==> config.mk <==
export PLATFORM = sky130hd
export DESIGN_NAME = signed_int_to_radix_digits_unit
export DESIGN_NICKNAME = d
export VERILOG_FILES = /design/src/design/sirdg_pkg.sv /design/src/design/sirdg_cfg_regs.sv /design/src/design/sirdg_div_unit.sv /design/src/design/signed_int_to_radix_digits_unit.sv
export SDC_FILE = /design/constraint.sdc
export NUM_CORES = 1
export LEC_CHECK = 0
export BUFFER_PORTS_ARGS = -buffer_cell sky130_fd_sc_hd__buf_4
export CAP_MARGIN = 20
export CORE_ASPECT_RATIO = 1.75
export CORE_MARGIN = 10
export CORE_UTILIZATION = 30
export DETAILED_ROUTE_END_ITERATION = 6
export GPL_ROUTABILITY_DRIVEN = 0
export HOLD_SLACK_MARGIN = 0.12
export PLACE_DENSITY = 0.44
export SYNTH_ARGS = -nofsm -noshare
export SYNTH_HDL_FRONTEND = slang
export SYNTH_HIERARCHICAL = 1
export SYNTH_SLANG_ARGS = --single-unit
export TNS_END_PERCENT = 5
==> constraint.sdc <==
create_clock -name aclk -period 16.08 [get_ports aclk]
set_input_delay 0.804 -clock aclk [delete_from_list [all_inputs] [get_ports aclk]]
set_output_delay 0.804 -clock aclk [all_outputs]
set_load 0.05 [all_outputs]
==> src/design/sirdg_pkg.sv <==
package sirdg_pkg;

    localparam int WORD_BITS_DEF = 32;
    localparam int MAX_RADIX_DEF = 16;

    localparam int DIGIT_W    = 4;
    localparam int CHAR_W     = 8;
    localparam int RADIX_W    = 5;
    localparam int CFG_W      = 64;
    localparam int CFG_ADDR_W = 5;
    localparam int REG_IDX_W  = 2;
    localparam int NUM_DIGITS = 16;

    localparam logic [CHAR_W-1:0]  MINUS_CHAR = 8'h2D;
    localparam logic [RADIX_W-1:0] MIN_RADIX  = 5'd2;

    localparam logic [REG_IDX_W-1:0] REG_RADIX      = 2'd0;
    localparam logic [REG_IDX_W-1:0] REG_CHARS_LOW  = 2'd1;
    localparam logic [REG_IDX_W-1:0] REG_CHARS_HIGH = 2'd2;

    localparam logic [RADIX_W-1:0] RADIX_RESET      = 5'd8;
    localparam logic [CFG_W-1:0]   CHARS_LOW_RESET  = 64'h3736_3534_3332_3130;
    localparam logic [CFG_W-1:0]   CHARS_HIGH_RESET = 64'h0;

    typedef struct packed {
        logic [RADIX_W-1:0] radix;
        logic [CFG_W-1:0]   chars_low;
        logic [CFG_W-1:0]   chars_high;
    } cfg_t;

    typedef struct packed {
        logic               done;
        logic [DIGIT_W-1:0] remainder;
    } div_rsp_t;

    function automatic logic [CHAR_W-1:0] char_lookup(
        input logic [CFG_W-1:0]   chars_low,
        input logic [CFG_W-1:0]   chars_high,
        input logic [DIGIT_W-1:0] digit
    );
        logic [NUM_DIGITS*CHAR_W-1:0] alphabet;
        alphabet = {chars_high, chars_low};
        return alphabet[digit*CHAR_W +: CHAR_W];
    endfunction

endpackage

==> src/design/sirdg_cfg_regs.sv <==
module sirdg_cfg_regs (
    input  logic                              aclk,
    input  logic                              aresetn,
    input  logic                              psel,
    input  logic                              penable,
    input  logic                              pwrite,
    input  logic [sirdg_pkg::CFG_ADDR_W-1:0]  paddr,
    input  logic [sirdg_pkg::CFG_W-1:0]       pwdata,
    output logic [sirdg_pkg::CFG_W-1:0]       prdata,
    output logic                              pready,
    output sirdg_pkg::cfg_t                   cfg
);
    import sirdg_pkg::*;

    logic [RADIX_W-1:0]   radix_reg;
    logic [CFG_W-1:0]     chars_low_reg;
    logic [CFG_W-1:0]     chars_high_reg;
    logic                 wr_en;
    logic [REG_IDX_W-1:0] reg_idx;

    assign pready  = 1'b1;
    assign wr_en   = psel && penable && pwrite && pready;
    assign reg_idx = paddr[CFG_ADDR_W-1:CFG_ADDR_W-REG_IDX_W];

    always_ff @(posedge aclk) begin
        if (!aresetn) begin
            radix_reg      <= RADIX_RESET;
            chars_low_reg  <= CHARS_LOW_RESET;
            chars_high_reg <= CHARS_HIGH_RESET;
        end else if (wr_en) begin
            case (reg_idx)
                REG_RADIX:      radix_reg      <= pwdata[RADIX_W-1:0];
                REG_CHARS_LOW:  chars_low_reg  <= pwdata;
                REG_CHARS_HIGH: chars_high_reg <= pwdata;
                default: ;
            endcase
        end
    end

    always_comb begin
        case (reg_idx)
            REG_RADIX:      prdata = CFG_W'(radix_reg);
            REG_CHARS_LOW:  prdata = chars_low_reg;
            REG_CHARS_HIGH: prdata = chars_high_reg;
            default:        prdata = '0;
        endcase
    end

    assign cfg.radix      = radix_reg;
    assign cfg.chars_low  = chars_low_reg;
    assign cfg.chars_high = chars_high_reg;

endmodule

==> src/design/sirdg_div_unit.sv <==
module sirdg_div_unit #(
    parameter int WORD_BITS = sirdg_pkg::WORD_BITS_DEF
) (
    input  logic                          aclk,
    input  logic                          aresetn,
    input  logic                          start,
    input  logic [WORD_BITS-1:0]          dividend,
    input  logic [sirdg_pkg::RADIX_W-1:0] divisor,
    output logic [WORD_BITS-1:0]          quotient,
    output sirdg_pkg::div_rsp_t           rsp
);
    import sirdg_pkg::*;

    // restoring division, one quotient digit of DIGIT_W bits per cycle
    localparam int STEPS      = (WORD_BITS + DIGIT_W - 1) / DIGIT_W;
    localparam int PAD_W      = STEPS * DIGIT_W;
    localparam int STEP_CNT_W = (STEPS > 1) ? $clog2(STEPS) : 1;

    logic [PAD_W-1:0]      q_reg;
    logic [DIGIT_W-1:0]    rem_reg;
    logic [STEP_CNT_W-1:0] step_reg;
    logic                  busy_reg;
    logic                  done_reg;

    logic [RADIX_W-1:0]    part;
    logic [DIGIT_W-1:0]    qbits;
    logic [DIGIT_W-1:0]    rem_step;

    always_comb begin
        part  = {1'b0, rem_reg};
        qbits = '0;
        for (int i = 0; i < DIGIT_W; i++) begin
            part = {part[RADIX_W-2:0], q_reg[PAD_W-1-i]};
            if (part >= divisor) begin
                part = part - divisor;
                qbits[DIGIT_W-1-i] = 1'b1;
            end
        end
        rem_step = part[DIGIT_W-1:0];
    end

    always_ff @(posedge aclk) begin
        if (!aresetn) begin
            busy_reg <= 1'b0;
            done_reg <= 1'b0;
            step_reg <= '0;
        end else if (start) begin
            busy_reg <= 1'b1;
            done_reg <= 1'b0;
            step_reg <= '0;
        end else if (busy_reg) begin
            step_reg <= step_reg + 1'b1;
            if (step_reg == STEP_CNT_W'(STEPS - 1)) begin
                busy_reg <= 1'b0;
                done_reg <= 1'b1;
            end
        end else begin
            done_reg <= 1'b0;
        end
    end

    always_ff @(posedge aclk) begin
        if (start) begin
            q_reg   <= PAD_W'(dividend);
            rem_reg <= '0;
        end else if (busy_reg) begin
            q_reg   <= {q_reg[PAD_W-DIGIT_W-1:0], qbits};
            rem_reg <= rem_step;
        end
    end

    assign quotient      = q_reg[WORD_BITS-1:0];
    assign rsp.done      = done_reg;
    assign rsp.remainder = rem_reg;

endmodule

==> src/design/signed_int_to_radix_digits_unit.sv <==
// Signed integer to text in a programmable radix (2..16).
// s_axis carries one two's-complement word per transfer; m_axis returns its
// characters one word at a time, most significant first, with a leading '-'
// for negative values and m_axis_tlast on the final character.
// Registers over APB: radix at 0x00, digit chars 0..7 at 0x08, 8..15 at 0x10.
// A radix above 16 acts as 16, below 2 acts as 2.
// Each digit takes one pass of the shared divider (4 quotient bits per cycle);
// the characters then go out one per cycle while m_axis_tready is high.
// s_axis_tready is high only while idle, which includes while the last
// character still sits in the output register.
// A stalled receiver holds the output register and the block waits.
// Reset (aresetn low, synchronous) returns to idle, drops m_axis_tvalid and
// restores radix 8 and alphabet "01234567".
module signed_int_to_radix_digits_unit #(
    parameter int WORD_BITS = sirdg_pkg::WORD_BITS_DEF,
    parameter int MAX_RADIX = sirdg_pkg::MAX_RADIX_DEF
) (
    input  logic                                  aclk,
    input  logic                                  aresetn,
    input  logic                                  s_axis_tvalid,
    output logic                                  s_axis_tready,
    input  logic [((WORD_BITS + 7) / 8) * 8-1:0]  s_axis_tdata,  // value
    output logic                                  m_axis_tvalid,
    input  logic                                  m_axis_tready,
    output logic [sirdg_pkg::CHAR_W-1:0]          m_axis_tdata,  // char_out
    output logic                                  m_axis_tlast,  // last_char
    input  logic                                  psel,
    input  logic                                  penable,
    input  logic                                  pwrite,
    input  logic [sirdg_pkg::CFG_ADDR_W-1:0]      paddr,
    input  logic [sirdg_pkg::CFG_W-1:0]           pwdata,
    output logic [sirdg_pkg::CFG_W-1:0]           prdata,
    output logic                                  pready
);
    import sirdg_pkg::*;

    localparam int STACK_W = WORD_BITS * DIGIT_W;
    localparam int CNT_W   = $clog2(WORD_BITS + 1);

    typedef enum logic [1:0] {
        ST_IDLE,
        ST_DIVIDE,
        ST_SIGN,
        ST_EMIT
    } state_t;

    state_t              state_reg, state_next;
    logic [CNT_W-1:0]    count_reg, count_next;
    logic                neg_reg, neg_next;
    logic [STACK_W-1:0]  stack_reg, stack_next;
    logic                m_tvalid_reg, m_tvalid_next;
    logic [CHAR_W-1:0]   m_tdata_reg, m_tdata_next;
    logic                m_tlast_reg, m_tlast_next;

    cfg_t                cfg;
    div_rsp_t            div_rsp;
    logic [WORD_BITS-1:0] div_quotient;
    logic [WORD_BITS-1:0] div_dividend;
    logic                div_start;
    logic [RADIX_W-1:0]  radix_eff;

    logic                accept;
    logic [WORD_BITS-1:0] in_value;
    logic                in_neg;
    logic [WORD_BITS-1:0] in_mag;
    logic [CNT_W-1:0]    count_inc;
    logic                more_digits;
    logic                out_free;

    sirdg_cfg_regs u_cfg (
        .aclk    (aclk),
        .aresetn (aresetn),
        .psel    (psel),
        .penable (penable),
        .pwrite  (pwrite),
        .paddr   (paddr),
        .pwdata  (pwdata),
        .prdata  (prdata),
        .pready  (pready),
        .cfg     (cfg)
    );

    sirdg_div_unit #(
        .WORD_BITS (WORD_BITS)
    ) u_div (
        .aclk     (aclk),
        .aresetn  (aresetn),
        .start    (div_start),
        .dividend (div_dividend),
        .divisor  (radix_eff),
        .quotient (div_quotient),
        .rsp      (div_rsp)
    );

    always_comb begin
        if (cfg.radix > RADIX_W'(MAX_RADIX)) begin
            radix_eff = RADIX_W'(MAX_RADIX);
        end else if (cfg.radix < MIN_RADIX) begin
            radix_eff = MIN_RADIX;
        end else begin
            radix_eff = cfg.radix;
        end
    end

    assign s_axis_tready = (state_reg == ST_IDLE);
    assign accept        = s_axis_tvalid && s_axis_tready;
    assign in_value      = s_axis_tdata[WORD_BITS-1:0];
    assign in_neg        = in_value[WORD_BITS-1];
    assign in_mag        = in_neg ? (~in_value + 1'b1) : in_value;

    assign count_inc   = count_reg + 1'b1;
    assign more_digits = (div_quotient != '0) && (count_inc < CNT_W'(WORD_BITS));
    assign div_start   = accept || ((state_reg == ST_DIVIDE) && div_rsp.done && more_digits);
    assign div_dividend = accept ? in_mag : div_quotient;
    assign out_free    = !m_tvalid_reg || m_axis_tready;

    always_comb begin
        state_next    = state_reg;
        count_next    = count_reg;
        neg_next      = neg_reg;
        stack_next    = stack_reg;
        m_tvalid_next = m_tvalid_reg && !m_axis_tready;
        m_tdata_next  = m_tdata_reg;
        m_tlast_next  = m_tlast_reg;
        case (state_reg)
            ST_IDLE: begin
                if (accept) begin
                    neg_next   = in_neg;
                    count_next = '0;
                    state_next = ST_DIVIDE;
                end
            end
            ST_DIVIDE: begin
                if (div_rsp.done) begin
                    stack_next = {stack_reg[STACK_W-DIGIT_W-1:0], div_rsp.remainder};
                    count_next = count_inc;
                    if (!more_digits) begin
                        state_next = neg_reg ? ST_SIGN : ST_EMIT;
                    end
                end
            end
            ST_SIGN: begin
                if (out_free) begin
                    m_tvalid_next = 1'b1;
                    m_tdata_next  = MINUS_CHAR;
                    m_tlast_next  = 1'b0;
                    state_next    = ST_EMIT;
                end
            end
            ST_EMIT: begin
                if (out_free) begin
                    m_tvalid_next = 1'b1;
                    m_tdata_next  = char_lookup(cfg.chars_low, cfg.chars_high,
                                                stack_reg[DIGIT_W-1:0]);
                    m_tlast_next  = (count_reg == CNT_W'(1));
                    stack_next    = stack_reg >> DIGIT_W;
                    count_next    = count_reg - 1'b1;
                    if (count_reg == CNT_W'(1)) begin
                        state_next = ST_IDLE;
                    end
                end
            end
            default: begin
                state_next = ST_IDLE;
            end
        endcase
    end

    always_ff @(posedge aclk) begin
        stack_reg   <= stack_next;
        m_tdata_reg <= m_tdata_next;
        m_tlast_reg <= m_tlast_next;
        if (!aresetn) begin
            state_reg    <= ST_IDLE;
            count_reg    <= '0;
            neg_reg      <= 1'b0;
            m_tvalid_reg <= 1'b0;
        end else begin
            state_reg    <= state_next;
            count_reg    <= count_next;
            neg_reg      <= neg_next;
            m_tvalid_reg <= m_tvalid_next;
        end
    end

    assign m_axis_tvalid = m_tvalid_reg;
    assign m_axis_tdata  = m_tdata_reg;
    assign m_axis_tlast  = m_tlast_reg;

    a_idle_no_digits: assert property (@(posedge aclk) disable iff (!aresetn)
        (state_reg == ST_IDLE) |-> (count_reg == '0))
        else $error("digits left over while idle");

    a_done_in_divide: assert property (@(posedge aclk) disable iff (!aresetn)
        div_rsp.done |-> (state_reg == ST_DIVIDE))
        else $error("divider finished outside divide phase");

    a_count_bound: assert property (@(posedge aclk) disable iff (!aresetn)
        count_reg <= CNT_W'(WORD_BITS))
        else $error("digit count overflow");

    a_sign_not_last: assert property (@(posedge aclk) disable iff (!aresetn)
        ((state_reg == ST_SIGN) && out_free) |=> (m_axis_tvalid && !m_axis_tlast))
        else $error("minus sign flagged last");

endmodule

==> impl_metrics.ini, run 1 <==
[run_status]
status = complete, no violations

[sta]
clock_skew_ns = 0.0169
fin_ws_ns = 9.35
finalSetupViolations = 0
fin_tns_setup_ns = 0
rsz0062_at_grt = no
worstMarginPinSlew_ns = 1.04
relSlewSlack = 0.305
timing.fmax_ghz = 0.149
fin_crit_sh = 0.418
fin_crit_ns = 6.73
slew_violations = 0
hold_viol = 0

[pwr]
irDropWorstVdd_mv = 0.0888
design_power_total_mw = 3.20
powerDensity_nw_per_um2 = 162
pwr-share-clk = 0.240
p_leak_nw = 7.30
sequentialPowerShare = 0.406
internal-power_mw = 2.10
p_sw_mw = 1.11
p_comb_frac = 0.354
p_sw_frac = 0.346

[setup_path]
worstPathArrival_ns = 7.20
cp.required_ns = 16.56
start_kind = flip-flop
end_kind = flip-flop
crit_fanout = 9
critPathKind = flip-flop to flip-flop

[detailed_routing]
wirelength_mm = 48.4
drc = 0
viasPerCell = 5.06
post_drt_wl_per_cell_um = 20.9
ant_nets = 0
first_iter_violations = 728
routed-via-count = 11700
dr.pass1.iters = 5

[synthesis]
synth_compound_area_frac = 0.0956
synthAdderAreaFrac = 0.0269
synth.ff_latch_count = 321
synth_cell_type_count = 68
synth-edff-count = 169
synth_area_um2 = 16900
synth-simple-area-share = 0.0993
synth_xor_area_frac = 0.0196
syn_avg_cell_area_um2 = 11.6
synth_top_family_by_area = multiplexers
syn_nets = 1607
synth_mux_area_frac = 0.232
yosysSeqAreaShare = 0.479
async_reset_ff_frac = 0
yosys_warnings = 6
postSynthCellCount = 1465
synthFlopType = edfxtp_1

[worst_hold_path]
hold_class = flip-flop to flip-flop

[clock_network]
clock-sinks = 321
cts_buffers = 34
cts.clk_slew.worst_paths_ns = 0.07
cts_tree = built
cts_max_level = 2
ctsHoldBuffers = 0
root_buffer = clkbuf_16
cts_buffer_depth = 3
cts-resized-gates = 0
postCtsSetupBuffers = 0
clock_latency_ns = 0.53

[floorplan]
dieWidth_um = 200
io_pins = 184
die_h_um = 334
core_area_um2 = 56100
rows = 115
die_area_um2 = 66700
initial_core_util = 0.302

[global_route]
grt-ovfl-total = 0
grtUsageTotal = 0.143
grt-busiest-layer = met2
grtUsageMet2 = 0.253
grt_pass1_wl_mm = 74.8
grt_max_degree = 113
grt_pass1_vias = 12500
grt_antenna_before_repair = 1
use_met3 = 0.0301
grtUsageMet1 = 0.162

[job]
maxCapViolCount = 0

[placed_design]
dp.cells = 2254
pre_cts_slack_ns = 9.30
port_buffers = 179
dp_hpwl_mm = 34.2
dpl_cell_area_um2 = 18700

[cells_and_area]
nets = 1730
fin_area_um2 = 19800
drive_gt1_frac = 0.281
antenna_cells = 0
largest_reg_flops = 128
area_growth_pct = 16.7
instances_no_fill = 2314
==> area by class of cell <==
class / instances / area [um2]
clock buffer: 45 / 892
timing repair buffer: 193 / 1450
clock inverter: 15 / 145
fill: 5633 / 36300
inverter: 57 / 214
sequential: 321 / 8120
multi-input combinational: 981 / 8070
tap: 702 / 878
==> power by group through the flow <==
stage / Combinational (mW) / Sequential (mW) / Clock, mW
finish: 1.14 / 1.30 / 0.768
global route: 1.27 / 1.33 / 0.823
CTS: 1.16 / 1.31 / 0.798
detailed placement: 1.15 / 1.33 / 0
global placement: 1.13 / 1.32 / 0
floorplan: 0.882 / 1.32 / 0
==> path summary, 6_finish.rpt <==
path	from	endpoint	slack (ns)	cells after the start
setup / recovery	u_cfg/radix_reg[3]	u_div/rem_reg[3]	9.35	23
hold / removal	u_cfg/chars_high_reg[12]	u_cfg/chars_high_reg[12]	0.47	2
setup reg to reg	u_cfg/radix_reg[3]	u_div/rem_reg[3]	9.35	23
hold reg to reg	u_cfg/chars_high_reg[12]	u_cfg/chars_high_reg[12]	0.47	2
==> cell usage after synthesis, types with 9 or more instances <==
master | number | area share
ha_1 | 30 | 0.022
o211ai_1 | 32 | 0.014
mux2i_1 | 117 | 0.069
buf_6 | 16 | 0.011
inv_1 | 55 | 0.012
a21o_1 | 9 | 0.0040
nor2b_1 | 11 | 0.0041
mux2_2 | 158 | 0.11
clkbuf_1 | 65 | 0.014
nor2_1 | 23 | 0.0051
nand2b_1 | 10 | 0.0037
a22o_1 | 60 | 0.031
nand3_1 | 35 | 0.010
o31ai_1 | 11 | 0.0049
mux4_2 | 30 | 0.040
xnor2_1 | 9 | 0.0047
a21oi_1 | 23 | 0.0068
buf_2 | 17 | 0.0050
xor2_1 | 29 | 0.015
nand2_1 | 233 | 0.052
o21ai_0 | 46 | 0.014
dfxtp_1 | 152 | 0.18
mux4_1 | 10 | 0.016
edfxtp_1 | 169 | 0.30
nor4_1 | 11 | 0.0041
==> cell families (layout without fill, tap and decap cells) <==
kind of cell / after synthesis / in the layout
buf+inv: 163 / 310
mux: 318 / 318
other cells: 1 / 1
simple gates: 368 / 368
xor+xnor: 38 / 38
fa+ha+maj: 34 / 34
compound gates: 222 / 222
flops: 321 / 321
==> worst max-delay path, stage by stage, from the launching register on <==
cell,delay (ns)
dfxtp_1,0.45
nor3_1,0.09
nor3b_1,0.77
ha_1,0.38
nand2b_1,0.15
a31oi_1,0.20
o21ai_2,0.16
mux2_4,0.34
ha_1,0.33
a21oi_1,0.13
o21ai_1,0.10
a2111oi_0,0.64
nor2_1,0.20
ha_1,0.33
nand2_1,0.07
o21ai_1,0.08
a21boi_1,0.47
mux2i_1,0.41
ha_1,0.24
a21o_1,0.12
a31oi_1,0.04
o21ai_1,0.53
a41oi_1,0.19
a21bo_1,0.23
==> cell usage in the layout, fill, tap and decap left out, drive strengths merged, types with 40 or more instances in the layout <==
cell type / synthesis / routed
nand2: 233 / 233
buf: 40 / 193
edfxtp: 169 / 169
mux2: 161 / 161
dfxtp: 152 / 152
mux2i: 117 / 117
a22o: 60 / 60
inv: 55 / 59
o21ai: 55 / 55
clkbuf: 66 / 45
mux4: 40 / 40
==> layer usage <==
layer | routed length (um) | vias to the layer above
met5 | 11 | -
met4 | 1780 | 2
met3 | 2320 | 65
met2 | 24700 | 242
met1 | 19600 | 5766
li1 | - | 5623
==> metrics by stage <==
step / hold slack [ns] / util
6_report: 0.473 / 0.352
5_1_grt: 0.493 / 0.352
4_1_cts: 0.475 / 0.352
3_5_place_dp: 0.466 / 0.334
3_3_place_gp: 0.455 / 0.334
2_1_floorplan: 0.436 / -
Note: power is estimated with default switching activity, not from simulation.
==> run 2: changes to the inputs <==
clock period = 6.2 ns   (was 16.08 ns; I/O delays follow)
==> impl_metrics.ini, run 2 (synthesized netlist as in run 1, its figures left out) <==
[global_route]
grt-ovfl-total = 0
grt_antenna_before_repair = 1
grt_max_degree = 197
grt_pass1_vias = 12800
grtUsageTotal = 0.146
grt_pass1_wl_mm = 76.4

[detailed_routing]
ant_nets = 0
dr.pass1.iters = 5
viasPerCell = 5.03
routed-via-count = 12000
wirelength_mm = 49.9
first_iter_violations = 570
drc = 0
post_drt_wl_per_cell_um = 20.9

[floorplan]
dieWidth_um = 200
die_area_um2 = 66700
die_h_um = 334
core_area_um2 = 56100
rows = 115
io_pins = 184
initial_core_util = 0.302

[clock_network]
cts_buffer_depth = 3
cts_max_level = 2
cts_buffers = 34
clock_latency_ns = 0.54
root_buffer = clkbuf_16
cts.clk_slew.worst_paths_ns = 0.07
cts_tree = built
clock-sinks = 321

[sta]
fin_crit_ns = 5.74
clock_skew_ns = 0.0233
fin_tns_setup_ns = 0
relSlewSlack = 0.276
fin_ws_ns = 0.463
timing.fmax_ghz = 0.174
worstMarginPinSlew_ns = 1.09
slew_violations = 0
whs_ns = 0.142
finalSetupViolations = 0
hold_viol = 0
fin_crit_sh = 0.925

[setup_path]
cp_top_family = compound AO/OA/AOI/OAI gates
cp_slowest_cell = or3_1
cpMostUsedCell = ha_1
cpPeakStageDelay_ns = 0.41
cp.required_ns = 6.62
crit_fanout = 5
worstPathArrival_ns = 6.16
critPathKind = flip-flop to flip-flop
end_kind = flip-flop
critPathBufInv = 1
start_kind = flip-flop

[cells_and_area]
instances_no_fill = 2387
drive_gt1_frac = 0.285
nFillCells = 5532
nets = 1802
largest_reg_flops = 128
final_common_cell = nand2_1
area_growth_pct = 21.7
layout_common_cells = 233 x nand2_1, 197 x buf_4, 169 x edfxtp_1

[pwr]
design_power_total_mw = 8.64
p_leak_nw = 7.67
p_comb_frac = 0.367
internal-power_mw = 5.65
pwr-share-clk = 0.242
p_sw_mw = 2.98
p_sw_frac = 0.345
irDropWorstVdd_mv = 0.285
powerDensity_nw_per_um2 = 419
sequentialPowerShare = 0.391

[job]
maxCapViolCount = 0

[placed_design]
port_buffers = 179
dp.cells = 2257
pre_cts_slack_ns = -0.0212
dp_hpwl_mm = 35.3

[worst_hold_path]
hold_class = input pin to flip-flop

[run_status]
status = complete, no violations
run 2: changes by cell type in the layout (fill, tap and decap cells not counted), moves of 3 or more:
cell / change
buf_4: +5
clkbuf_1: -7
clkbuf_8: +4
dfxtp_1: -3
dfxtp_2: +3
dlygate4sd3_1: +64
run 2: final cells by class:
class	instances	area, um2	share of cell area
sequential	321	8120	0.394
clock buffer	44	933	0.0453
antenna	1	2.50	0.000121
timing repair buffer	264	2170	0.105
inverter	57	214	0.0104
clock inverter	16	178	0.00862
multi-input combinational	982	8110	0.394
tap	702	878	0.0426
run 2: final timing paths:
| path | startpoint | to | slack, ns | cells after the start |
|---|---|---|---|---|
| worst min register to register | u_cfg/chars_high_reg[30] | u_cfg/chars_high_reg[30] | 0.47 | 2 |
| worst min-delay path | pwdata[1] | u_cfg/radix_reg[1] | 0.14 | 3 |
| worst max-delay path | u_cfg/radix_reg[1] | u_div/rem_reg[3] | 0.46 | 26 |
| worst max register to register | u_cfg/radix_reg[1] | u_div/rem_reg[3] | 0.46 | 26 |
run 2: per-stage QoR:
stage          utilization  instance area, um2
6_report             0.367               20600
5_1_grt              0.367               20600
4_1_cts              0.366               20500
3_5_place_dp         0.335               18800
3_3_place_gp         0.335               18800
2_1_floorplan            -               17000
run 2: tightest hold or removal path, stage by stage:
cell and delay, ns:
buf_4 0.12, nand2_1 0.12, mux2i_1 0.08
run 2: what timing repair did:
item / in CTS / in global routing
resized for setup: 1 / 12
gates cloned: 0 / 1
endpoints found under the setup margin: 5 / 5
hold buffers: 64 / 0
buffers inserted: 0 / 4
hold endpoints to repair: 128 / 0
pin swaps: 0 / 3
run 2: power groups by stage:
stage / Sequential [mW] / Clock [mW] / Combinational [mW]
after global routing: 3.45 / 2.23 / 3.50
after detailed placement: 3.44 / 0 / 3.02
final: 3.38 / 2.09 / 3.17
after floorplan: 3.33 / 0 / 2.30
after global placement: 3.43 / 0 / 2.95
after CTS: 3.39 / 2.17 / 3.08
run 2: per-layer routing:
metal	GRT usage	routed length [um]	up-vias
met4	0.0575	1770	0
met1	0.167	20400	5940
met2	0.260	25500	254
met3	0.0271	2200	49
li1	-	-	5761
met5	0	0	-
==> run 3: changes to the inputs <==
BUFFER_PORTS_ARGS = -buffer_cell sky130_fd_sc_hd__buf_2   (was -buffer_cell sky130_fd_sc_hd__buf_4)
==> impl_metrics.ini, run 3 (synthesized netlist as in run 1, its figures left out) <==
[run_status]
status = complete, no violations

[clock_network]
cts.clk_slew.worst_paths_ns = 0.07
cts_buffer_depth = 3
root_buffer = clkbuf_16
cts_tree = built
cts_max_level = 2
cts_buffers = 34
clock_latency_ns = 0.52
clock-sinks = 321

[pwr]
irDropWorstVdd_mv = 0.290
p_leak_nw = 7.51
pwr-share-clk = 0.248
design_power_total_mw = 8.46
p_sw_mw = 2.90
p_comb_frac = 0.352
p_sw_frac = 0.343
internal-power_mw = 5.56
sequentialPowerShare = 0.400
powerDensity_nw_per_um2 = 422

[global_route]
grt_antenna_before_repair = 2
grt_pass1_wl_mm = 76.6
grt_max_degree = 129
grt-ovfl-total = 0
grtUsageTotal = 0.146
grt_pass1_vias = 12900

[cells_and_area]
nets = 1794
nFillCells = 5624
drive_gt1_frac = 0.276
layout_common_cells = 233 x nand2_1, 178 x buf_2, 169 x edfxtp_1
final_common_cell = nand2_1
largest_reg_flops = 128
area_growth_pct = 18.4
antenna_cells = 0

[sta]
slew_violations = 0
fin_tns_setup_ns = 0
relSlewSlack = 0.290
whs_ns = 0.136
timing.fmax_ghz = 0.172
hold_viol = 0
rsz0062_at_grt = no
fin_crit_sh = 0.940
clock_skew_ns = 0.0144
fin_ws_ns = 0.375
fin_crit_ns = 5.83
worstMarginPinSlew_ns = 1.07
finalSetupViolations = 0

[setup_path]
reg2reg_depth = 26
cp.required_ns = 6.61
cp_slowest_cell = dfxtp_1
crit_fanout = 9
start_kind = flip-flop
critPathBufInv = 1
crit_cells = 26
critPathKind = flip-flop to flip-flop
worstPathArrival_ns = 6.24
end_kind = flip-flop
cpPeakStageDelay_ns = 0.41
cpMostUsedCell = ha_1
cp_top_family = compound AO/OA/AOI/OAI gates

[detailed_routing]
drc = 0
viasPerCell = 5.03
first_iter_violations = 519
wirelength_mm = 49.6
dr.pass1.iters = 5
post_drt_wl_per_cell_um = 20.9
ant_nets = 0
routed-via-count = 12000

[floorplan]
core_area_um2 = 56100
die_area_um2 = 66700
die_h_um = 334
initial_core_util = 0.302
dieWidth_um = 200
io_pins = 184
rows = 115

[placed_design]
port_buffers = 179
dp_hpwl_mm = 35.0
pre_cts_slack_ns = 0.146

[job]
maxCapViolCount = 0

[worst_hold_path]
whs_path_depth = 3
hold_class = input pin to flip-flop
[run 3: changes by cell type in the layout (fill, tap and decap cells not counted), sizes merged]
cell / before / now
buf: 200 / 196
bufinv: 3 / 4
clkbuf: 44 / 42
clkinvlp: 0 / 1
diode: 1 / 0
dlygate4sd3: 64 / 61
inv: 57 / 56
o21ai: 56 / 55
[run 3: path summary, 6_finish.rpt]
kind | startpoint | end | slack, ns
setup / recovery | u_cfg/radix_reg[3] | u_div/rem_reg[3] | 0.37
hold / removal | pwdata[48] | u_cfg/chars_low_reg[48] | 0.14
setup reg to reg | u_cfg/radix_reg[3] | u_div/rem_reg[3] | 0.37
hold reg to reg | neg_reg | neg_reg | 0.46
[run 3: layout make-up]
type / count / area (um2) / share of cell area
sequential: 321 / 8120 / 0.405
multi-input combinational: 981 / 8080 / 0.403
timing repair buffer: 257 / 1670 / 0.0834
clock buffer: 42 / 912 / 0.0455
tap: 702 / 878 / 0.0438
inverter: 57 / 214 / 0.0107
clock inverter: 17 / 185 / 0.00923
[run 3: metal layers]
| metal | share of wire | vias to the layer above | track usage |
|---|---|---|---|
| met5 | 0 | - | 0 |
| met1 | 0.40 | 5883 | 0.164 |
| li1 | - | 5750 | - |
| met3 | 0.052 | 61 | 0.0305 |
| met2 | 0.51 | 273 | 0.260 |
| met4 | 0.041 | 0 | 0.0639 |
[run 3: timing repair]
item / in CTS / in global routing
hold buffers: 61 / 0
endpoints found under the hold margin: 124 / 0
buffers inserted: 0 / 0
endpoints found under the setup margin: 0 / 5
gates resized for setup: 0 / 4
[run 3: tightest hold or removal path, cell delays in order]
cell,delay [ns]
buf_2,0.13
nand2_1,0.10
mux2i_1,0.07
[run 3: power by group through the flow]
stage | clock network, mW | registers (mW) | logic (mW)
5_1_grt | 2.24 | 3.45 | 3.30
3_3_place_gp | 0 | 3.43 | 2.89
6_report | 2.10 | 3.38 | 2.98
3_5_place_dp | 0 | 3.45 | 2.94
4_1_cts | 2.18 | 3.40 | 2.99
2_1_floorplan | 0 | 3.33 | 2.30
[run 3: stage by stage]
stage / utilization / area (um2) / cells
2_1_floorplan: - / 17000 / 1465
3_3_place_gp: 0.326 / 18300 / 2256
3_5_place_dp: 0.326 / 18300 / 2256
4_1_cts: 0.357 / 20000 / 2376
5_1_grt: 0.358 / 20100 / 2377
6_report: 0.358 / 20100 / 2377
